### config.mk
export PLATFORM = sky130hd
export DESIGN_NAME = source_text_lexer
export DESIGN_NICKNAME = d
export VERILOG_FILES = /design/src/hw/rtl/stlex_pkg.sv /design/src/hw/rtl/source_text_lexer.sv /design/src/hw/rtl/stlex_ram.sv /design/src/hw/rtl/stlex_dp.sv /design/src/hw/rtl/stlex_ctrl.sv
export SDC_FILE = /design/constraint.sdc
export NUM_CORES = 1
export LEC_CHECK = 0
export BUFFER_PORTS_ARGS = -buffer_cell sky130_fd_sc_hd__buf_4
export CAP_MARGIN = 20
export CORE_UTILIZATION = 35
export CTS_CLUSTER_DIAMETER = 30
export DETAILED_ROUTE_END_ITERATION = 6
export GPL_TIMING_DRIVEN = 0
export PLACE_DENSITY = 0.46
export SYNTH_ARGS = -nofsm -noshare
export SYNTH_HDL_FRONTEND = slang
export SYNTH_SLANG_ARGS = --single-unit
### constraint.sdc
create_clock -name clk_i -period 14.3 [get_ports clk_i]
set_input_delay 2.86 -clock clk_i [delete_from_list [all_inputs] [get_ports clk_i]]
set_output_delay 2.86 -clock clk_i [all_outputs]
set_load 0.005 [all_outputs]
### src/hw/rtl/stlex_pkg.sv
package stlex_pkg;

  // Word store geometry.
  localparam int MAX_WORD_LEN = 32;
  localparam int LEN_W        = $clog2(MAX_WORD_LEN + 1);
  localparam int ADDR_W       = $clog2(MAX_WORD_LEN);

  // Integer literals saturate at the largest 31-bit value.
  localparam int              NUM_W     = 31;
  localparam logic [NUM_W-1:0] NUM_LIMIT = {NUM_W{1'b1}};

  // Reserved words, first character in the top byte.
  localparam logic [23:0] KW_VAR = "var";
  localparam logic [23:0] KW_I64 = "i64";
  localparam logic [23:0] KW_I32 = "i32";
  localparam logic [23:0] KW_I16 = "i16";
  localparam logic [15:0] KW_I8  = "i8";

  localparam logic [NUM_W-1:0] TYPE_I64 = NUM_W'(0);
  localparam logic [NUM_W-1:0] TYPE_I32 = NUM_W'(1);
  localparam logic [NUM_W-1:0] TYPE_I16 = NUM_W'(2);
  localparam logic [NUM_W-1:0] TYPE_I8  = NUM_W'(3);

  localparam logic [7:0] CH_EQ  = "=";
  localparam logic [7:0] CH_AND = "&";
  localparam logic [7:0] CH_OR  = "|";

  typedef enum logic [1:0] {
    MODE_IDLE = 2'd0,
    MODE_NUM  = 2'd1,
    MODE_WORD = 2'd2,
    MODE_OP   = 2'd3
  } mode_e;

  typedef enum logic [2:0] {
    KIND_SYM   = 3'd0,
    KIND_OP    = 3'd1,
    KIND_VAR   = 3'd2,
    KIND_TYPE  = 3'd3,
    KIND_INT   = 3'd4,
    KIND_IDENT = 3'd5,
    KIND_ERR   = 3'd6
  } kind_e;

  typedef struct packed {
    kind_e            kind;
    logic [7:0]       first;
    logic [7:0]       second;
    logic [NUM_W-1:0] number;
    logic             done;
  } result_t;

  // Commands from the sequencer to the datapath.
  typedef struct packed {
    logic load;       // capture the requested byte
    logic cont;       // byte continues the pending token
    logic flush_tok;  // emit the pending single token and clear
    logic clear;      // drop the pending state without output
    logic rd0;        // start reading a word from its first character
    logic word_emit;  // emit one identifier character
    logic start;      // open a new token with the captured byte
    logic finish;     // release the last result of the request
  } cmd_t;

  // Status from the datapath to the sequencer.
  typedef struct packed {
    mode_e mode;
    logic  cont;       // captured byte extends the pending token
    logic  eos;        // captured byte ends the source
    logic  word_run;   // pending word flushes as a run of characters
    logic  word_none;  // pending word flushes to nothing
    logic  word_last;  // current character is the word's last
    logic  can_emit;   // result staging can take a result this cycle
  } status_t;

  function automatic logic is_sep(input logic [7:0] c);
    return c inside {8'h20, 8'h0A, 8'h09};
  endfunction

  function automatic logic is_digit(input logic [7:0] c);
    return c inside {["0":"9"]};
  endfunction

  function automatic logic is_alpha(input logic [7:0] c);
    return c inside {["a":"z"], ["A":"Z"]};
  endfunction

  function automatic logic is_wordch(input logic [7:0] c);
    return is_alpha(c) || is_digit(c) || (c == 8'h5F);
  endfunction

  function automatic logic is_sym(input logic [7:0] c);
    return c inside {"{", "}", ":", ";", "#", "(", ")", "[", "]"};
  endfunction

  function automatic logic is_op(input logic [7:0] c);
    return c inside {"+", "-", "*", "/", "%", "<", ">", "^", "!", "=",
                     "~", "|", "&", ",", ".", "?"};
  endfunction

  function automatic logic takes_eq(input logic [7:0] c);
    return c inside {"+", "-", "*", "/", "%", "!", "=", "<", ">"};
  endfunction

endpackage

### src/hw/rtl/source_text_lexer.sv
// Byte-serial lexer. Each request carries one source byte and an end-of-source
// flag; the block answers with zero or more token results, the last result of
// a request marked by step_done_o, the last result of a token by
// token_done_o. A token is reported only once the following byte shows that
// it has ended, or when end-of-source flushes it. Identifiers come out as a
// run of one result per character, read back from a 32-entry word store;
// var and the type names i64, i32, i16 and i8 come out as single results.
// Unknown bytes and over-long identifiers yield error results. A request
// that continues the pending token passes through capture, evaluate and
// close. A request that ends the pending token or stands alone passes
// through capture, evaluate, flush, open and close; a single-result token
// is emitted inside the flush or open phase. Flushing a pending identifier
// as a run adds a first read from the word store and then emits the
// characters one at a time, each read in turn, since the store has a single
// read port. End of source adds one more flush phase, which runs the same
// way. The sequencer walks these phases one at a time, and every phase that
// produces a result waits while the result staging is full, so a slow
// receiver stretches a request. A new request is taken only after every
// result of the previous one has been staged, while the last of them may
// still wait in the output register.
module source_text_lexer import stlex_pkg::*; (
  input  logic             clk_i,
  input  logic             rst_ni,
  input  logic             in_valid_i,
  output logic             in_ready_o,
  input  logic [7:0]       source_byte_i,
  input  logic             end_of_source_i,
  output logic             out_valid_o,
  input  logic             out_ready_i,
  output logic [2:0]       token_kind_o,
  output logic [7:0]       first_char_o,
  output logic [7:0]       second_char_o,
  output logic [NUM_W-1:0] number_o,
  output logic             token_done_o,
  output logic             step_done_o
);

  cmd_t    cmd;
  status_t st;

  // The sequencer decides which phase of a request runs in each cycle.
  stlex_ctrl u_ctrl (
    .clk_i     (clk_i),
    .rst_ni    (rst_ni),
    .in_valid_i(in_valid_i),
    .in_ready_o(in_ready_o),
    .st_i      (st),
    .cmd_o     (cmd)
  );

  // The datapath holds the scan state, the word store and the result staging.
  stlex_dp u_dp (
    .clk_i          (clk_i),
    .rst_ni         (rst_ni),
    .source_byte_i  (source_byte_i),
    .end_of_source_i(end_of_source_i),
    .out_ready_i    (out_ready_i),
    .cmd_i          (cmd),
    .st_o           (st),
    .out_valid_o    (out_valid_o),
    .token_kind_o   (token_kind_o),
    .first_char_o   (first_char_o),
    .second_char_o  (second_char_o),
    .number_o       (number_o),
    .token_done_o   (token_done_o),
    .step_done_o    (step_done_o)
  );

endmodule

### src/hw/rtl/stlex_ram.sv
module stlex_ram #(
  parameter int WIDTH = 8,
  parameter int DEPTH = 32
) (
  input  logic                     clk_i,
  input  logic                     we_i,
  input  logic [$clog2(DEPTH)-1:0] waddr_i,
  input  logic [WIDTH-1:0]         wdata_i,
  input  logic                     re_i,
  input  logic [$clog2(DEPTH)-1:0] raddr_i,
  output logic [WIDTH-1:0]         rdata_o
);

  logic [WIDTH-1:0] mem_q [DEPTH];
  logic [WIDTH-1:0] rdata_q;

  always_ff @(posedge clk_i) begin
    if (we_i) begin
      mem_q[waddr_i] <= wdata_i;
    end
    if (re_i) begin
      rdata_q <= mem_q[raddr_i];
    end
  end

  assign rdata_o = rdata_q;

endmodule

### src/hw/rtl/stlex_dp.sv
module stlex_dp import stlex_pkg::*; (
  input  logic             clk_i,
  input  logic             rst_ni,
  input  logic [7:0]       source_byte_i,
  input  logic             end_of_source_i,
  input  logic             out_ready_i,
  input  cmd_t             cmd_i,
  output status_t          st_o,
  output logic             out_valid_o,
  output logic [2:0]       token_kind_o,
  output logic [7:0]       first_char_o,
  output logic [7:0]       second_char_o,
  output logic [NUM_W-1:0] number_o,
  output logic             token_done_o,
  output logic             step_done_o
);

  function automatic result_t mk_res(input kind_e k, input logic [7:0] c1,
                                     input logic [7:0] c2,
                                     input logic [NUM_W-1:0] n, input logic d);
    result_t r;
    r.kind   = k;
    r.first  = c1;
    r.second = c2;
    r.number = n;
    r.done   = d;
    return r;
  endfunction

  logic [7:0]       byte_q;
  logic             eos_q;
  mode_e            mode_q, mode_d;
  logic [NUM_W-1:0] acc_q, acc_d;
  logic [LEN_W-1:0] len_q, len_d;
  logic [7:0]       pend_q, pend_d;
  logic [ADDR_W-1:0] idx_q, idx_d;
  logic [7:0]       shadow_q [3];

  logic             hold_valid_q, hold_valid_d;
  result_t          hold_res_q;
  logic             out_valid_q, out_valid_d;
  result_t          out_res_q;
  logic             out_step_q;

  logic             emit;
  result_t          emit_res;
  logic             load_out;
  logic             can_emit;

  logic              we, re;
  logic [ADDR_W-1:0] waddr, raddr;
  logic [7:0]        rdata;

  logic [NUM_W+3:0]  acc_wide;
  logic              op_pair;
  logic              cont;
  logic              kw_var, kw_i64, kw_i32, kw_i16, kw_i8, kw_hit;
  logic [23:0]       shadow3;
  logic              word_last;
  logic              do_clear;

  stlex_ram #(
    .WIDTH(8),
    .DEPTH(MAX_WORD_LEN)
  ) u_word_ram (
    .clk_i  (clk_i),
    .we_i   (we),
    .waddr_i(waddr),
    .wdata_i(byte_q),
    .re_i   (re),
    .raddr_i(raddr),
    .rdata_o(rdata)
  );

  // Classification of the captured byte against the pending token.
  assign op_pair = (takes_eq(pend_q) && (byte_q == CH_EQ)) ||
                   (((pend_q == CH_AND) || (pend_q == CH_OR)) && (byte_q == pend_q));
  assign cont = ((mode_q == MODE_OP) && op_pair) ||
                ((mode_q == MODE_NUM) && is_digit(byte_q)) ||
                ((mode_q == MODE_WORD) && is_wordch(byte_q));

  assign shadow3 = {shadow_q[0], shadow_q[1], shadow_q[2]};
  assign kw_var  = (len_q == LEN_W'(3)) && (shadow3 == KW_VAR);
  assign kw_i64  = (len_q == LEN_W'(3)) && (shadow3 == KW_I64);
  assign kw_i32  = (len_q == LEN_W'(3)) && (shadow3 == KW_I32);
  assign kw_i16  = (len_q == LEN_W'(3)) && (shadow3 == KW_I16);
  assign kw_i8   = (len_q == LEN_W'(2)) && ({shadow_q[0], shadow_q[1]} == KW_I8);
  assign kw_hit  = kw_var || kw_i64 || kw_i32 || kw_i16 || kw_i8;

  assign word_last = ((LEN_W'(idx_q) + LEN_W'(1)) == len_q);

  // acc * 10 + digit; the low nibble of an ASCII digit is its value.
  assign acc_wide = ({4'b0000, acc_q} << 3) + ({4'b0000, acc_q} << 1) +
                    (NUM_W + 4)'(byte_q[3:0]);

  assign can_emit = !hold_valid_q || !out_valid_q || out_ready_i;

  always_comb begin
    mode_d   = mode_q;
    acc_d    = acc_q;
    len_d    = len_q;
    pend_d   = pend_q;
    idx_d    = idx_q;
    emit     = 1'b0;
    emit_res = mk_res(KIND_SYM, 8'h00, 8'h00, '0, 1'b1);
    we       = 1'b0;
    waddr    = len_q[ADDR_W-1:0];
    re       = 1'b0;
    raddr    = idx_q + ADDR_W'(1);
    do_clear = 1'b0;

    if (cmd_i.cont) begin
      case (mode_q)
        MODE_OP: begin
          emit     = 1'b1;
          emit_res = mk_res(KIND_OP, pend_q, byte_q, '0, 1'b1);
          mode_d   = MODE_IDLE;
          pend_d   = 8'h00;
        end
        MODE_NUM: begin
          acc_d = (acc_wide > (NUM_W + 4)'(NUM_LIMIT)) ? NUM_LIMIT : acc_wide[NUM_W-1:0];
        end
        MODE_WORD: begin
          if (len_q == '0) begin
            // Tail of an over-long word is swallowed.
          end else if (len_q < LEN_W'(MAX_WORD_LEN)) begin
            we    = 1'b1;
            len_d = len_q + LEN_W'(1);
          end else begin
            emit     = 1'b1;
            emit_res = mk_res(KIND_ERR, byte_q, 8'h00, '0, 1'b1);
            len_d    = '0;
          end
        end
        default: ;
      endcase
    end

    if (cmd_i.flush_tok) begin
      emit     = 1'b1;
      do_clear = 1'b1;
      case (mode_q)
        MODE_NUM: emit_res = mk_res(KIND_INT, 8'h00, 8'h00, acc_q, 1'b1);
        MODE_OP:  emit_res = mk_res(KIND_OP, pend_q, 8'h00, '0, 1'b1);
        default: begin
          if (kw_var) begin
            emit_res = mk_res(KIND_VAR, 8'h00, 8'h00, '0, 1'b1);
          end else if (kw_i64) begin
            emit_res = mk_res(KIND_TYPE, 8'h00, 8'h00, TYPE_I64, 1'b1);
          end else if (kw_i32) begin
            emit_res = mk_res(KIND_TYPE, 8'h00, 8'h00, TYPE_I32, 1'b1);
          end else if (kw_i16) begin
            emit_res = mk_res(KIND_TYPE, 8'h00, 8'h00, TYPE_I16, 1'b1);
          end else begin
            emit_res = mk_res(KIND_TYPE, 8'h00, 8'h00, TYPE_I8, 1'b1);
          end
        end
      endcase
    end

    if (cmd_i.clear) begin
      do_clear = 1'b1;
    end

    if (cmd_i.rd0) begin
      re    = 1'b1;
      raddr = '0;
      idx_d = '0;
    end

    if (cmd_i.word_emit) begin
      emit     = 1'b1;
      emit_res = mk_res(KIND_IDENT, rdata, 8'h00, '0, word_last);
      if (word_last) begin
        do_clear = 1'b1;
      end else begin
        re    = 1'b1;
        idx_d = idx_q + ADDR_W'(1);
      end
    end

    if (cmd_i.start) begin
      if (is_sep(byte_q)) begin
        // Separators only end tokens.
      end else if (is_sym(byte_q)) begin
        emit     = 1'b1;
        emit_res = mk_res(KIND_SYM, byte_q, 8'h00, '0, 1'b1);
      end else if (is_op(byte_q)) begin
        mode_d = MODE_OP;
        pend_d = byte_q;
      end else if (is_digit(byte_q)) begin
        mode_d = MODE_NUM;
        acc_d  = NUM_W'(byte_q[3:0]);
      end else if (is_alpha(byte_q) || (byte_q == 8'h5F)) begin
        mode_d = MODE_WORD;
        we     = 1'b1;
        waddr  = '0;
        len_d  = LEN_W'(1);
      end else begin
        emit     = 1'b1;
        emit_res = mk_res(KIND_ERR, byte_q, 8'h00, '0, 1'b1);
      end
    end

    if (do_clear) begin
      mode_d = MODE_IDLE;
      acc_d  = '0;
      len_d  = '0;
      pend_d = 8'h00;
    end
  end

  // Two-deep result staging: a new result parks in the hold register so that
  // the one before it can leave knowing it was not the last of its request.
  assign load_out     = hold_valid_q && (emit || cmd_i.finish);
  assign hold_valid_d = emit ? 1'b1 : (cmd_i.finish ? 1'b0 : hold_valid_q);
  assign out_valid_d  = load_out ? 1'b1 : (out_ready_i ? 1'b0 : out_valid_q);

  always_ff @(posedge clk_i or negedge rst_ni) begin
    if (!rst_ni) begin
      mode_q       <= MODE_IDLE;
      acc_q        <= '0;
      len_q        <= '0;
      pend_q       <= 8'h00;
      idx_q        <= '0;
      hold_valid_q <= 1'b0;
      out_valid_q  <= 1'b0;
    end else begin
      mode_q       <= mode_d;
      acc_q        <= acc_d;
      len_q        <= len_d;
      pend_q       <= pend_d;
      idx_q        <= idx_d;
      hold_valid_q <= hold_valid_d;
      out_valid_q  <= out_valid_d;
    end
  end

  always_ff @(posedge clk_i) begin
    if (cmd_i.load) begin
      byte_q <= source_byte_i;
      eos_q  <= end_of_source_i;
    end
    if (we && (waddr < ADDR_W'(3))) begin
      shadow_q[waddr[1:0]] <= byte_q;
    end
    if (emit) begin
      hold_res_q <= emit_res;
    end
    if (load_out) begin
      out_res_q  <= hold_res_q;
      out_step_q <= cmd_i.finish;
    end
  end

  always_comb begin
    st_o           = '0;
    st_o.mode      = mode_q;
    st_o.cont      = cont;
    st_o.eos       = eos_q;
    st_o.word_run  = (mode_q == MODE_WORD) && (len_q != '0) && !kw_hit;
    st_o.word_none = (mode_q == MODE_WORD) && (len_q == '0);
    st_o.word_last = word_last;
    st_o.can_emit  = can_emit;
  end

  assign out_valid_o   = out_valid_q;
  assign token_kind_o  = out_res_q.kind;
  assign first_char_o  = out_res_q.first;
  assign second_char_o = out_res_q.second;
  assign number_o      = out_res_q.number;
  assign token_done_o  = out_res_q.done;
  assign step_done_o   = out_step_q;

  a_len_bound: assert property (@(posedge clk_i) disable iff (!rst_ni)
    len_q <= LEN_W'(MAX_WORD_LEN))
    else $error("word length beyond store depth");

  a_word_emit_mode: assert property (@(posedge clk_i) disable iff (!rst_ni)
    cmd_i.word_emit |-> (mode_q == MODE_WORD) && (len_q != '0))
    else $error("identifier character emitted without a pending word");

  a_finish_drains: assert property (@(posedge clk_i) disable iff (!rst_ni)
    (cmd_i.finish && can_emit) |=> !hold_valid_q)
    else $error("staged result left behind after request end");

endmodule

### src/hw/rtl/stlex_ctrl.sv
module stlex_ctrl import stlex_pkg::*; (
  input  logic    clk_i,
  input  logic    rst_ni,
  input  logic    in_valid_i,
  output logic    in_ready_o,
  input  status_t st_i,
  output cmd_t    cmd_o
);

  typedef enum logic [5:0] {
    ST_IDLE   = 6'b000001,
    ST_EVAL   = 6'b000010,
    ST_FLUSH  = 6'b000100,
    ST_WORD   = 6'b001000,
    ST_START  = 6'b010000,
    ST_FINISH = 6'b100000
  } state_e;

  state_e state_q, state_d;
  logic   post_q, post_d;
  state_e after_flush;

  // A flush either precedes the new token or closes the source.
  assign after_flush = post_q ? ST_FINISH : ST_START;

  always_comb begin
    state_d    = state_q;
    post_d     = post_q;
    cmd_o      = '0;
    in_ready_o = 1'b0;

    case (state_q)
      ST_IDLE: begin
        in_ready_o = 1'b1;
        if (in_valid_i) begin
          cmd_o.load = 1'b1;
          state_d    = ST_EVAL;
        end
      end
      ST_EVAL: begin
        if (!st_i.cont) begin
          post_d  = 1'b0;
          state_d = ST_FLUSH;
        end else if (st_i.can_emit) begin
          cmd_o.cont = 1'b1;
          post_d     = 1'b1;
          state_d    = st_i.eos ? ST_FLUSH : ST_FINISH;
        end
      end
      ST_FLUSH: begin
        if ((st_i.mode == MODE_IDLE) || st_i.word_none) begin
          cmd_o.clear = 1'b1;
          state_d     = after_flush;
        end else if (st_i.word_run) begin
          cmd_o.rd0 = 1'b1;
          state_d   = ST_WORD;
        end else if (st_i.can_emit) begin
          cmd_o.flush_tok = 1'b1;
          state_d         = after_flush;
        end
      end
      ST_WORD: begin
        if (st_i.can_emit) begin
          cmd_o.word_emit = 1'b1;
          if (st_i.word_last) begin
            state_d = after_flush;
          end
        end
      end
      ST_START: begin
        if (st_i.can_emit) begin
          cmd_o.start = 1'b1;
          post_d      = 1'b1;
          state_d     = st_i.eos ? ST_FLUSH : ST_FINISH;
        end
      end
      ST_FINISH: begin
        if (st_i.can_emit) begin
          cmd_o.finish = 1'b1;
          state_d      = ST_IDLE;
        end
      end
      default: begin
        state_d = ST_IDLE;
      end
    endcase
  end

  always_ff @(posedge clk_i or negedge rst_ni) begin
    if (!rst_ni) begin
      state_q <= ST_IDLE;
      post_q  <= 1'b0;
    end else begin
      state_q <= state_d;
      post_q  <= post_d;
    end
  end

  a_start_after_clear: assert property (@(posedge clk_i) disable iff (!rst_ni)
    cmd_o.start |-> (st_i.mode == MODE_IDLE))
    else $error("new token opened over a pending one");

  a_idle_clean: assert property (@(posedge clk_i) disable iff (!rst_ni)
    (cmd_o.finish && (st_i.mode != MODE_IDLE)) |-> !post_q || !st_i.eos)
    else $error("source ended with a token still pending");

  a_word_follows_read: assert property (@(posedge clk_i) disable iff (!rst_ni)
    cmd_o.rd0 |=> (state_q == ST_WORD))
    else $error("word read started outside the character run");

endmodule

==> metrics.yaml <==
placed_design:
  io_buffers: 66
  dpl.hpwl_um: 39600
  pre_cts_ws_ps: 8050
  gp_congestion: 0.866
final_layout:
  nets: 1805
  diodes: 0
  layout_common_cells: "400 x edfxtp_1, 107 x clkbuf_16, 97 x nor2_1"
  layout-drive-gt1-share_pct: 19.6
  syn_to_final_growth_pct: 26.8
  layout_commonest_cell: "edfxtp_1"
clocking:
  clkSinkCount: 461
  postCtsHoldBufs: 0
  cts_buffers: 107
  cts.repair.resized: 0
  cts_max_level: 3
  path_clk_slew_ps: 40
  clk_latency_ps: 670
  cts_tree: "built"
  cts_root_buf: "clkbuf_16"
  clk_path_buf_depth: 3
  postCtsSetupBuffers: 0
synth:
  synth_area_leaders: "edfxtp_1 57%, dfrtp_1 7.1%, mux4_2 5.1%"
  syn_nets: 1604
  ys.flop_type: "edfxtp_1"
  ys_ff_latch: 461
  ys_warn_count: 0
  async_reset_ff_share_pct: 13.2
  synth_cells: 1524
  ys_seq_area_share_pct: 64.2
  syn_avg_cell_area_um2: 13.8
  synth_top_cell_area_share_pct: 56.9
  synth.cell_area_um2: 21100
  synth.distinct_cells: 91
  yosysTopAreaCell: "edfxtp_1"
  synth-edff-count: 400
die:
  dieWidth_um: 247
  pin_count: 67
  initial_core_util_pct: 35.6
  die_area_um2: 61300
  die_h_um: 247
  core_um2: 59200
  rows: 89
global_route:
  grt_max_degree: 62
  grt_pass1_vias: 14000
  antenna_found_initial: 1
  grt_usage_pct: 18.7
  overflow: 0
  grt_pass1_wl_um: 85800
sta:
  hold_ws_ps: 391
  hold_viol_final: 0
  setup_tns_ps: 0
  worstMarginPinSlew_ps: 1030
  drv_slew: 0
  period_share_pct: 39.1
  rsz0062_at_grt: "no"
  worst_slack_ps: 8700
  fin_crit_ps: 5600
  worst_clock_skew_ps: 55.8
  max_slew_margin_pct: 30.8
  fmax_mhz: 179
  finalSetupViolCount: 0
setup_path:
  slowest_stage: "nor3b_1"
  reg2reg_slack_ps: 8970
  crit_type: "input port to flip-flop"
  worstPathCellList: "buf_4 > nor3b_1 > nor2_1 > nand4_1 > o211ai_1 > buf_4 > buf_6 > buf_4 > o21a_2 > buf_12"
  cp_data_arrival_time_ps: 5950
  critPathCaptureType: "flip-flop"
  required_ps: 14650
  crit_buf_inv: 5
  cp_max_fo: 31
  cpPeakStageDelay_ps: 740
  cp_top_family: "simple AND/OR/NAND/NOR gates"
  cp-start-kind: "input port"
  cp_common_cell: "buf_4"
detailed_routing:
  first_pass_iters: 7
  wire_per_inst_um: 21.5
  post-route-drc-count: 7
  postRouteAntennaNets: 0
  wl_um: 55800
  via_count: 13800
  drtIter0Drc: 869
  avgViaCountPerCell: 5.34
power:
  vdd_ir_drop_max_uv: 102
  p_leak_nw: 9.78
  powerDensity_nw_per_um2: 176
flow_run:
  max-cap-violations: 0
run_status:
  violations: "DRC"
  status: "complete, but fails checks"
hold_path:
  hold_class: "flip-flop to flip-flop"
-- worst register-to-register path: stages, from the launching register on --
cell and delay, ps:
edfxtp_1 970, buf_4 340, or3_1 160, nor3_1 50, nor4_1 730, o22a_1 400, nand4_1 340, o211ai_1 480
buf_4 270, buf_6 170, buf_4 180, o21a_2 590, buf_12 280
-- cells in the mapped netlist, types with 9 or more instances --
cell,instances
ha_1,65
nand2b_1,13
dfrtp_1,60
nand4_1,11
nor3_1,36
mux2i_1,33
and3_1,9
edfxtp_1,400
mux4_2,48
buf_2,9
a31oi_1,43
a32oi_1,10
a22oi_1,14
o21ai_0,94
o211ai_1,12
clkbuf_1,61
xor2_1,25
nand3_1,32
inv_1,28
a21oi_1,94
nand2_1,87
and2_1,30
xnor2_1,17
nor4_1,16
nor2_1,97
-- routing by layer --
metal  GRT usage [%]  routed length, um  up-vias
li1                -                  -     6425
met3            4.47               3310      119
met4            6.82               1760        0
met1            25.6              25500     6870
met2            28.7              25300      421
met5               0                  0        -
-- cell type report --
cell class | instances | area [um2]
inverter | 32 | 123
sequential | 461 | 13500
fill | 5378 | 32500
multi-input combinational | 945 | 7080
tap | 773 | 967
buffer | 86 | 378
timing repair buffer | 92 | 890
clock inverter | 82 | 1040
clock buffer | 121 | 2740
-- kinds of logic after synthesis --
logic type	synth area share, %
and+or+nand+nor	9.85
xor gates and xnor gates	2.08
other	0.0178
DFF	64.2
adders and majority gates	4.05
AOI/OAI and AO/OA	10.7
buffers and inverters	2.37
muxes	6.74
-- path summary, 6_finish.rpt --
kind                                         start                     to  depth (start not counted)
worst min-delay path            u_dp.hold_res_q[9]       u_dp.number_o[8]                          0
max in group asynchronous                   rst_ni         u_dp.pend_q[6]                          1
worst max register to register      u_dp.byte_q[3]  u_dp.second_char_o[4]                         12
worst min register to register  u_dp.hold_res_q[9]       u_dp.number_o[8]                          0
worst max-delay path                   out_ready_i  u_dp.second_char_o[4]                         10
min in group asynchronous                   rst_ni         u_dp.acc_q[14]                          1
-- sequential cells by signal, summed over array words and instances, names as in the netlist, 8 cells and up --
register                 cells
u_dp.u_word_ram.mem_q      256
u_dp.hold_res_q             51
u_dp.acc_q                  31
u_dp.number_o               31
u_dp.shadow_q               24
u_dp.byte_q                  8
u_dp.first_char_o            8
u_dp.pend_q                  8
u_dp.second_char_o           8
u_dp.u_word_ram.rdata_o      8
-- per-stage QoR --
| stage | power, mW | utilization [%] | cells | cell area [um2] |
|---|---|---|---|---|
| final | 4.71 | 45.2 | 2592 | 26800 |
| after global placement | 2.23 | 38.1 | 2363 | 22600 |
| after global routing | 4.88 | 45.2 | 2592 | 26800 |
| after CTS | 4.76 | 45.1 | 2589 | 26700 |
| after detailed placement | 2.25 | 38.7 | 2386 | 22900 |
| after floorplan | 1.98 | - | 1524 | 21100 |
-- where the power goes --
part | internal, mW | total (mW) | switching [mW]
Sequential | 1.52 | 1.56 | 0.0353
Combinational | 0.259 | 0.665 | 0.406
Clock | 1.70 | 2.49 | 0.787
Total | 3.49 | 4.71 | 1.23
No activity file was read; power rests on OpenSTA's default activity.
